--- src/rtl/u16u8_pkg.sv ---
// Shared types and constants for the UTF-16BE to UTF-8 transcoder.
// Used by every module under rtl/; depends on nothing.
`timescale 1ns / 1ps

package u16u8_pkg;

  // Depth of the job queue between front and back
  localparam int QUEUE_DEPTH = 2;

  // Code unit ranges and UTF-8 limits
  localparam logic [5:0]  SURR_HIGH_TAG = 6'b110110;  // 0xD800..0xDBFF
  localparam logic [5:0]  SURR_LOW_TAG  = 6'b110111;  // 0xDC00..0xDFFF
  localparam logic [20:0] SUPP_BASE     = 21'h10000;
  localparam logic [15:0] ONE_BYTE_MAX  = 16'h007F;
  localparam logic [15:0] TWO_BYTE_MAX  = 16'h07FF;
  localparam logic [7:0]  LEAD2         = 8'hC0;
  localparam logic [7:0]  LEAD3         = 8'hE0;
  localparam logic [7:0]  LEAD4         = 8'hF0;
  localparam logic [1:0]  CONT_TAG      = 2'b10;

  // Error codes carried on the result channel
  typedef enum logic [2:0] {
    ERR_NONE       = 3'd0,
    ERR_ODD_LEN    = 3'd1,
    ERR_TRUNC_PAIR = 3'd2,
    ERR_BAD_PAIR   = 3'd3,
    ERR_LONE_LOW   = 3'd4
  } err_code_t;

  // Input word
  typedef struct packed {
    logic [7:0] in_byte;
    logic       end_of_data;
  } in_item_t;

  // Output word
  typedef struct packed {
    logic [7:0] out_byte;
    logic       out_last;
    logic [2:0] error_code;
  } out_item_t;

  // One decoded code point (or error) handed from front to back
  typedef struct packed {
    err_code_t   err;
    logic [1:0]  last_idx;   // number of UTF-8 bytes minus one
    logic [20:0] cp;
  } job_t;

  // Queue status seen by front and back
  typedef struct packed {
    logic full;
    logic empty;
  } q_stat_t;

endpackage

--- src/rtl/u16u8_front.sv ---
// Front end: takes stream bytes, pairs them into code units and surrogates,
// and pushes one job per code point or error. Depends on u16u8_pkg.
`timescale 1ns / 1ps

module u16u8_front (
  input  logic                clk,
  input  logic                rst_n,
  input  logic                in_valid,
  output logic                in_ready,
  input  u16u8_pkg::in_item_t in_data,
  input  u16u8_pkg::q_stat_t  q_stat,
  output logic                job_push,
  output u16u8_pkg::job_t     job
);

  logic       byte_pending_r, byte_pending_nxt;
  logic       surr_pending_r, surr_pending_nxt;
  logic       stream_failed_r, stream_failed_nxt;
  logic [7:0] held_high_byte_r, held_high_byte_nxt;
  logic [9:0] held_surr_r, held_surr_nxt;

  logic        accept;
  logic [15:0] unit;
  logic        is_high;
  logic        is_low;
  logic        at_end;

  assign in_ready = ~q_stat.full;
  assign accept   = in_valid & in_ready;
  assign at_end   = in_data.end_of_data;
  assign unit     = {held_high_byte_r, in_data.in_byte};
  assign is_high  = (unit[15:10] == u16u8_pkg::SURR_HIGH_TAG);
  assign is_low   = (unit[15:10] == u16u8_pkg::SURR_LOW_TAG);

  // Classify the incoming byte against the held state
  always_comb begin
    byte_pending_nxt   = byte_pending_r;
    surr_pending_nxt   = surr_pending_r;
    stream_failed_nxt  = stream_failed_r;
    held_high_byte_nxt = held_high_byte_r;
    held_surr_nxt      = held_surr_r;
    job_push           = 1'b0;
    job                = '0;
    job.err            = u16u8_pkg::ERR_NONE;

    if (accept) begin
      if (stream_failed_r) begin
        // drop until end mark
        if (at_end) begin
          stream_failed_nxt = 1'b0;
          byte_pending_nxt  = 1'b0;
          surr_pending_nxt  = 1'b0;
        end
      end else if (!byte_pending_r) begin
        if (at_end) begin
          job_push         = 1'b1;
          job.err          = u16u8_pkg::ERR_ODD_LEN;
          surr_pending_nxt = 1'b0;
        end else begin
          held_high_byte_nxt = in_data.in_byte;
          byte_pending_nxt   = 1'b1;
        end
      end else begin
        byte_pending_nxt = 1'b0;
        if (surr_pending_r) begin
          surr_pending_nxt = 1'b0;
          job_push         = 1'b1;
          if (!is_low) begin
            job.err           = u16u8_pkg::ERR_BAD_PAIR;
            stream_failed_nxt = ~at_end;
          end else begin
            job.last_idx = 2'd3;
            job.cp       = 21'({held_surr_r, unit[9:0]}) + u16u8_pkg::SUPP_BASE;
          end
        end else if (is_high) begin
          if (at_end) begin
            job_push = 1'b1;
            job.err  = u16u8_pkg::ERR_TRUNC_PAIR;
          end else begin
            held_surr_nxt    = unit[9:0];
            surr_pending_nxt = 1'b1;
          end
        end else if (is_low) begin
          job_push          = 1'b1;
          job.err           = u16u8_pkg::ERR_LONE_LOW;
          stream_failed_nxt = ~at_end;
        end else begin
          // plain BMP code point
          job_push = 1'b1;
          job.cp   = 21'(unit);
          if (unit <= u16u8_pkg::ONE_BYTE_MAX) begin
            job.last_idx = 2'd0;
          end else if (unit <= u16u8_pkg::TWO_BYTE_MAX) begin
            job.last_idx = 2'd1;
          end else begin
            job.last_idx = 2'd2;
          end
        end
      end
    end
  end

  // Control state
  always_ff @(posedge clk) begin
    if (!rst_n) begin
      byte_pending_r  <= 1'b0;
      surr_pending_r  <= 1'b0;
      stream_failed_r <= 1'b0;
    end else begin
      byte_pending_r  <= byte_pending_nxt;
      surr_pending_r  <= surr_pending_nxt;
      stream_failed_r <= stream_failed_nxt;
    end
  end

  // Held payload, only read while its pending flag is set
  always_ff @(posedge clk) begin
    held_high_byte_r <= held_high_byte_nxt;
    held_surr_r      <= held_surr_nxt;
  end

endmodule

--- src/rtl/u16u8_queue.sv ---
// Small register FIFO of decoded jobs between front and back.
// Depends on u16u8_pkg.
`timescale 1ns / 1ps

module u16u8_queue #(
  parameter int DEPTH = u16u8_pkg::QUEUE_DEPTH
) (
  input  logic               clk,
  input  logic               rst_n,
  input  logic               push,
  input  u16u8_pkg::job_t    push_job,
  input  logic               pop,
  output u16u8_pkg::job_t    head,
  output u16u8_pkg::q_stat_t q_stat
);

  localparam int PW = (DEPTH > 1) ? $clog2(DEPTH) : 1;
  localparam int CW = $clog2(DEPTH + 1);

  u16u8_pkg::job_t entries_r [DEPTH];
  logic [PW-1:0]   wr_ptr_r, wr_ptr_nxt;
  logic [PW-1:0]   rd_ptr_r, rd_ptr_nxt;
  logic [CW-1:0]   count_r, count_nxt;
  logic            do_push;
  logic            do_pop;

  assign q_stat.full  = (count_r == CW'(DEPTH));
  assign q_stat.empty = (count_r == '0);
  assign do_push      = push & ~q_stat.full;
  assign do_pop       = pop & ~q_stat.empty;
  assign head         = entries_r[rd_ptr_r];

  // Pointer and count update with wrap at DEPTH
  always_comb begin
    wr_ptr_nxt = wr_ptr_r;
    rd_ptr_nxt = rd_ptr_r;
    count_nxt  = count_r;
    if (do_push) begin
      wr_ptr_nxt = (wr_ptr_r == PW'(DEPTH - 1)) ? '0 : wr_ptr_r + 1'b1;
    end
    if (do_pop) begin
      rd_ptr_nxt = (rd_ptr_r == PW'(DEPTH - 1)) ? '0 : rd_ptr_r + 1'b1;
    end
    case ({do_push, do_pop})
      2'b10:   count_nxt = count_r + 1'b1;
      2'b01:   count_nxt = count_r - 1'b1;
      default: count_nxt = count_r;
    endcase
  end

  always_ff @(posedge clk) begin
    if (!rst_n) begin
      wr_ptr_r <= '0;
      rd_ptr_r <= '0;
      count_r  <= '0;
    end else begin
      wr_ptr_r <= wr_ptr_nxt;
      rd_ptr_r <= rd_ptr_nxt;
      count_r  <= count_nxt;
    end
  end

  // Entry storage
  always_ff @(posedge clk) begin
    if (do_push) begin
      entries_r[wr_ptr_r] <= push_job;
    end
  end

endmodule

--- src/rtl/u16u8_back.sv ---
// Back end: expands one job into its UTF-8 words, one per cycle unless
// out_ready stalls, into an output register. Depends on u16u8_pkg.
`timescale 1ns / 1ps

module u16u8_back (
  input  logic                 clk,
  input  logic                 rst_n,
  input  u16u8_pkg::job_t      head,
  input  u16u8_pkg::q_stat_t   q_stat,
  output logic                 pop,
  output logic                 out_valid,
  input  logic                 out_ready,
  output u16u8_pkg::out_item_t out_data
);

  u16u8_pkg::job_t     cur_job_r, cur_job_nxt;
  logic                cur_valid_r, cur_valid_nxt;
  logic [1:0]          idx_r, idx_nxt;
  logic                out_valid_r, out_valid_nxt;
  u16u8_pkg::out_item_t out_data_r, out_data_nxt;

  logic       cur_adv;
  logic       cur_done;
  logic [1:0] sel;
  logic [5:0] six;
  logic [7:0] byte_val;

  assign out_valid = out_valid_r;
  assign out_data  = out_data_r;

  assign cur_adv  = cur_valid_r & (~out_valid_r | out_ready);
  assign cur_done = cur_adv & (idx_r == cur_job_r.last_idx);
  assign pop      = ~q_stat.empty & (~cur_valid_r | cur_done);

  // Six payload bits for a continuation byte
  assign sel = cur_job_r.last_idx - idx_r;
  always_comb begin
    case (sel)
      2'd0:    six = cur_job_r.cp[5:0];
      2'd1:    six = cur_job_r.cp[11:6];
      2'd2:    six = cur_job_r.cp[17:12];
      default: six = {3'b000, cur_job_r.cp[20:18]};
    endcase
  end

  // Lead byte by sequence length, continuation otherwise
  always_comb begin
    if (idx_r == 2'd0) begin
      unique case (cur_job_r.last_idx)
        2'd0: byte_val = cur_job_r.cp[7:0];
        2'd1: byte_val = u16u8_pkg::LEAD2 | {3'b000, cur_job_r.cp[10:6]};
        2'd2: byte_val = u16u8_pkg::LEAD3 | {4'b0000, cur_job_r.cp[15:12]};
        2'd3: byte_val = u16u8_pkg::LEAD4 | {5'b00000, cur_job_r.cp[20:18]};
        default: byte_val = '0;
      endcase
    end else begin
      byte_val = {u16u8_pkg::CONT_TAG, six};
    end
  end

  // Job sequencing and output register
  always_comb begin
    cur_job_nxt   = cur_job_r;
    cur_valid_nxt = cur_valid_r;
    idx_nxt       = idx_r;
    out_valid_nxt = out_ready ? 1'b0 : out_valid_r;
    out_data_nxt  = out_data_r;
    if (cur_adv) begin
      out_valid_nxt           = 1'b1;
      out_data_nxt.out_byte   = byte_val;
      out_data_nxt.out_last   = (idx_r == cur_job_r.last_idx);
      out_data_nxt.error_code = cur_job_r.err;
      idx_nxt                 = idx_r + 1'b1;
    end
    if (pop) begin
      cur_job_nxt   = head;
      cur_valid_nxt = 1'b1;
      idx_nxt       = 2'd0;
    end else if (cur_done) begin
      cur_valid_nxt = 1'b0;
    end
  end

  always_ff @(posedge clk) begin
    if (!rst_n) begin
      cur_valid_r <= 1'b0;
      out_valid_r <= 1'b0;
      idx_r       <= 2'd0;
    end else begin
      cur_valid_r <= cur_valid_nxt;
      out_valid_r <= out_valid_nxt;
      idx_r       <= idx_nxt;
    end
  end

  always_ff @(posedge clk) begin
    cur_job_r  <= cur_job_nxt;
    out_data_r <= out_data_nxt;
  end

endmodule

--- src/rtl/utf16be_to_utf8_transcoder.sv ---
// UTF-16BE byte stream in, UTF-8 words out; error words flag malformed input.
// Path: the first UTF-8 word of a code point passes the queue write, the job register
// and the output register after its final input byte is accepted.
// Throughput: one input byte per cycle while the job queue has room; one output
// word per cycle from the back-end serializer while out_ready is high, which
// sets the sustained rate.
// Reset: synchronous active-low rst_n clears stream state, queue and output.
`timescale 1ns / 1ps

module utf16be_to_utf8_transcoder #(
  parameter int QUEUE_DEPTH = u16u8_pkg::QUEUE_DEPTH
) (
  input  logic                 clk,
  input  logic                 rst_n,
  input  logic                 in_valid,
  output logic                 in_ready,
  input  u16u8_pkg::in_item_t  in_data,
  output logic                 out_valid,
  input  logic                 out_ready,
  output u16u8_pkg::out_item_t out_data
);

  logic               job_push;
  u16u8_pkg::job_t    job;
  u16u8_pkg::job_t    head;
  u16u8_pkg::q_stat_t q_stat;
  logic               pop;

  // Byte pairing and classification
  u16u8_front u_front (
    .clk      (clk),
    .rst_n    (rst_n),
    .in_valid (in_valid),
    .in_ready (in_ready),
    .in_data  (in_data),
    .q_stat   (q_stat),
    .job_push (job_push),
    .job      (job)
  );

  // Decoupling queue
  u16u8_queue #(
    .DEPTH (QUEUE_DEPTH)
  ) u_queue (
    .clk      (clk),
    .rst_n    (rst_n),
    .push     (job_push),
    .push_job (job),
    .pop      (pop),
    .head     (head),
    .q_stat   (q_stat)
  );

  // UTF-8 serializer
  u16u8_back u_back (
    .clk       (clk),
    .rst_n     (rst_n),
    .head      (head),
    .q_stat    (q_stat),
    .pop       (pop),
    .out_valid (out_valid),
    .out_ready (out_ready),
    .out_data  (out_data)
  );

endmodule

--- config.mk ---
export PLATFORM = sky130hd
export DESIGN_NAME = utf16be_to_utf8_transcoder
export DESIGN_NICKNAME = d
export VERILOG_FILES = /design/src/rtl/u16u8_pkg.sv /design/src/rtl/u16u8_front.sv /design/src/rtl/u16u8_queue.sv /design/src/rtl/u16u8_back.sv /design/src/rtl/utf16be_to_utf8_transcoder.sv
export SDC_FILE = /design/constraint.sdc
export NUM_CORES = 1
export LEC_CHECK = 0
export BUFFER_PORTS_ARGS = -buffer_cell sky130_fd_sc_hd__buf_4
export CAP_MARGIN = 15
export CORE_MARGIN = 2
export CORE_UTILIZATION = 45
export DETAILED_ROUTE_END_ITERATION = 12
export SLEW_MARGIN = 0
export SYNTH_ARGS = -nofsm -noshare
export SYNTH_HDL_FRONTEND = slang
export SYNTH_SLANG_ARGS = --single-unit
--- constraint.sdc ---
create_clock -name clk -period 4.2 [get_ports clk]
set_input_delay 0.63 -clock clk [delete_from_list [all_inputs] [get_ports clk]]
set_output_delay 0.63 -clock clk [all_outputs]
set_load 0.01 [all_outputs]
==> impl_metrics.csv <==
group,metric,value,unit
clock_tree,cts_resized,0,
worst_setup_path,critical_path.max_stage_delay,0.75,ns
grt,grt_antenna_before_repair,0,
yosys,synth_seq_area_share,69.4,%
floorplan,coreArea,0.0108,mm2
route,drc,0,
timing,setup_tns,0,ns
grt,grt_pass1_vias,2646,
final_layout,nets,382,
grt,grt_start_max_net_pins,29,
route,first_pass_iters,6,
worst_setup_path,crit_path_end_kind,"flip-flop",
outcome,status,"completed",
worst_setup_path,path_max_fanout,26,
route,via_count,2681,
final_layout,final_cell_mix,"108 x edfxtp_1, 30 x buf_4, 26 x mux2_2",
timing,max_freq,0.369,GHz
clock_tree,cts_setup_buffers,0,
worst_setup_path,slowest_stage,"inv_1",
timing,tightest_slew,1.01,ns
worst_setup_path,crit_required,4.32,ns
clock_tree,htreeDepth,4,
clock_tree,cts_tree,"done",
yosys,ys_async_sr_fraction,0,%
floorplan,rows,38,
final_layout,nFillCells,892,
timing,maxSlewViolCount,0,
route,wl_per_cell,16.3,um
timing,timing.final.crit_share,64.5,%
yosys,yosys_warnings,0,
yosys,avgSynthCellArea,15.1,um2
clock_tree,insertion_delay,0.51,ns
flow_run,cap_viol_max_count,0,
timing,max_slew_margin,32.5,%
final_layout,layout_commonest_cell,"edfxtp_1",
worst_setup_path,cp.arrival,2.82,ns
clock_tree,cts_buffers,17,
timing,fin_crit,2.71,ns
pwr,fin_total_pwr,4.12,mW
placed_design,hpwl,5760,um
final_layout,drive_gt1_share,28.0,%
final_layout,n_antenna_cell,0,
yosys,synthesis.nets,347,
yosys,synth_enable_flop_cells,108,
route,via_per_inst,5.18,
placed_design,numPortBuffers,26,
grt,grt_pass1_wl,13700,um
floorplan,start_util,46.1,%
floorplan,die_area,0.0120,mm2
timing,skew,0.0181,ns
worst_setup_path,cp-start-kind,"flip-flop",
route,postRouteAntennaNets,0,
placed_design,gp_congestion,0.774,
worst_hold_path,hp-class,"primary input to flip-flop",
yosys,syn_area,0.00499,mm2
worst_setup_path,path_buf_inv,1,
yosys,synth-seq-cells,119,
pwr,leakagePower,2.08,nW
yosys,synth_cell_types,50,
route,drtIter0Drc,103,
clock_tree,cts_hold_buf,0,
floorplan,ios,27,
grt,grtUsageTotal,15.8,%
worst_setup_path,crit_family,"simple AND/OR/NAND/NOR gates",
floorplan,fp.dieH,109,um
timing,finalSetupViolations,0,
worst_setup_path,path_class,"flip-flop to flip-flop",
timing,hold_viol_final,0,
yosys,synth_flop_cell,"edfxtp_1",
clock_tree,clk_pin_slew_worst_paths,0.06,ns
clock_tree,clock-sinks,119,
timing,grt_setup_unrepaired,"no",
grt,overflow,0,
pwr,p_per_area,696,mW/mm2
final_layout,syn_to_final_growth,18.7,%
clock_tree,root_buffer,"clkbuf_8",
yosys,synth_cells,330,
pwr,peakVddDrop,0.000324,V
floorplan,fp.dieW,109,um
worst_setup_path,crit_chain,"nor3_1 > and3_4 > or4_4 > inv_1",
clock_tree,clk_path_buf_depth,2,
route,drt-total-wl,8420,um
-- cells by family after synthesis --
kind of cell               share of synthesized area, %
AOI/OAI and AO/OA                                  5.01
DFF                                                69.4
xor gates and xnor gates                           1.88
buffers and inverters                              2.10
muxes                                              10.4
adders and majority gates                          1.00
and+or+nand+nor                                    10.2
-- stage by stage --
stage	utilization, %	std cells	hold WS, ns	worst slack [ns]	area [um2]
after floorplan	-	330	0.400	0.512	4990
after global placement	49.2	486	0.412	1.50	5340
after detailed placement	49.2	486	0.407	1.46	5340
after CTS	54.7	518	0.290	1.47	5930
after global routing	54.7	518	0.292	1.21	5930
final	54.7	518	0.308	1.49	5930
-- sequential cells by signal, summed over array words and instances (netlist names), 2 cells and up --
name,count
u_back.cur_job_r,26
u_back.idx_r,2
u_back.out_data,12
u_front.held_high_byte_r,8
u_front.held_surr_r,10
u_queue.count_r,2
u_queue.entries_r,52
-- worst register-to-register path: stages (launching register included) --
cell and delay [ns]:
dfxtp_1 0.71, nor3_1 0.14, and3_4 0.21, or4_4 0.51, inv_1 0.75
-- power by group --
group / internal (mW) / leakage [nW] / total [mW] / switching (mW)
Combinational: 0.440 / 0.705 / 0.925 / 0.485
Clock: 0.916 / 0.269 / 1.40 / 0.489
Sequential: 1.65 / 1.10 / 1.79 / 0.147
Total: 3.00 / 2.08 / 4.12 / 1.12
-- cell type report --
| cell class | instances | area, um2 | area share, % |
|---|---|---|---|
| clock inverter | 12 | 154 | 2.60 |
| clock buffer | 20 | 435 | 7.34 |
| inverter | 12 | 45.0 | 0.760 |
| timing repair buffer | 30 | 225 | 3.80 |
| multi-input combinational | 185 | 1430 | 24.1 |
| tap | 140 | 175 | 2.95 |
| sequential | 119 | 3460 | 58.4 |
-- layer usage --
| layer | vias to the layer above | routed length, um | track usage [%] |
|---|---|---|---|
| met5 | - | 0 | 0 |
| met4 | 0 | 140 | 7.50 |
| met3 | 11 | 286 | 4.45 |
| met2 | 59 | 3940 | 23.9 |
| met1 | 1277 | 4050 | 21.2 |
| li1 | 1334 | - | - |
-- synth_stat cells (6+ instances only) --
cell	count	share of area [%]
mux2_2	26	5.9
dfxtp_1	11	4.4
inv_1	11	0.83
mux2i_1	16	3.2
nor2_1	19	1.4
o21ai_0	6	0.60
and2_1	11	1.4
nand3_1	8	0.80
clkbuf_1	8	0.60
edfxtp_1	108	65
nand2_1	8	0.60
a21oi_1	19	1.9
-- final timing paths --
check / end / slack [ns] / from / depth (start not counted)
setup / recovery: u_queue.entries_r[0][10]$_DFFE_PP_ / 1.49 / u_front.surr_pending_r$_SDFFE_PN0P_ / 4
hold / removal: u_front.held_high_byte_r[3]$_DFFE_PP_ / 0.31 / in_data[4] / 1
setup reg to reg: u_queue.entries_r[0][10]$_DFFE_PP_ / 1.49 / u_front.surr_pending_r$_SDFFE_PN0P_ / 4
hold reg to reg: u_back.out_data[2]$_DFFE_PP_ / 0.42 / u_back.cur_job_r[25]$_DFFE_PP_ / 0
(Power assumes the default switching activity.)
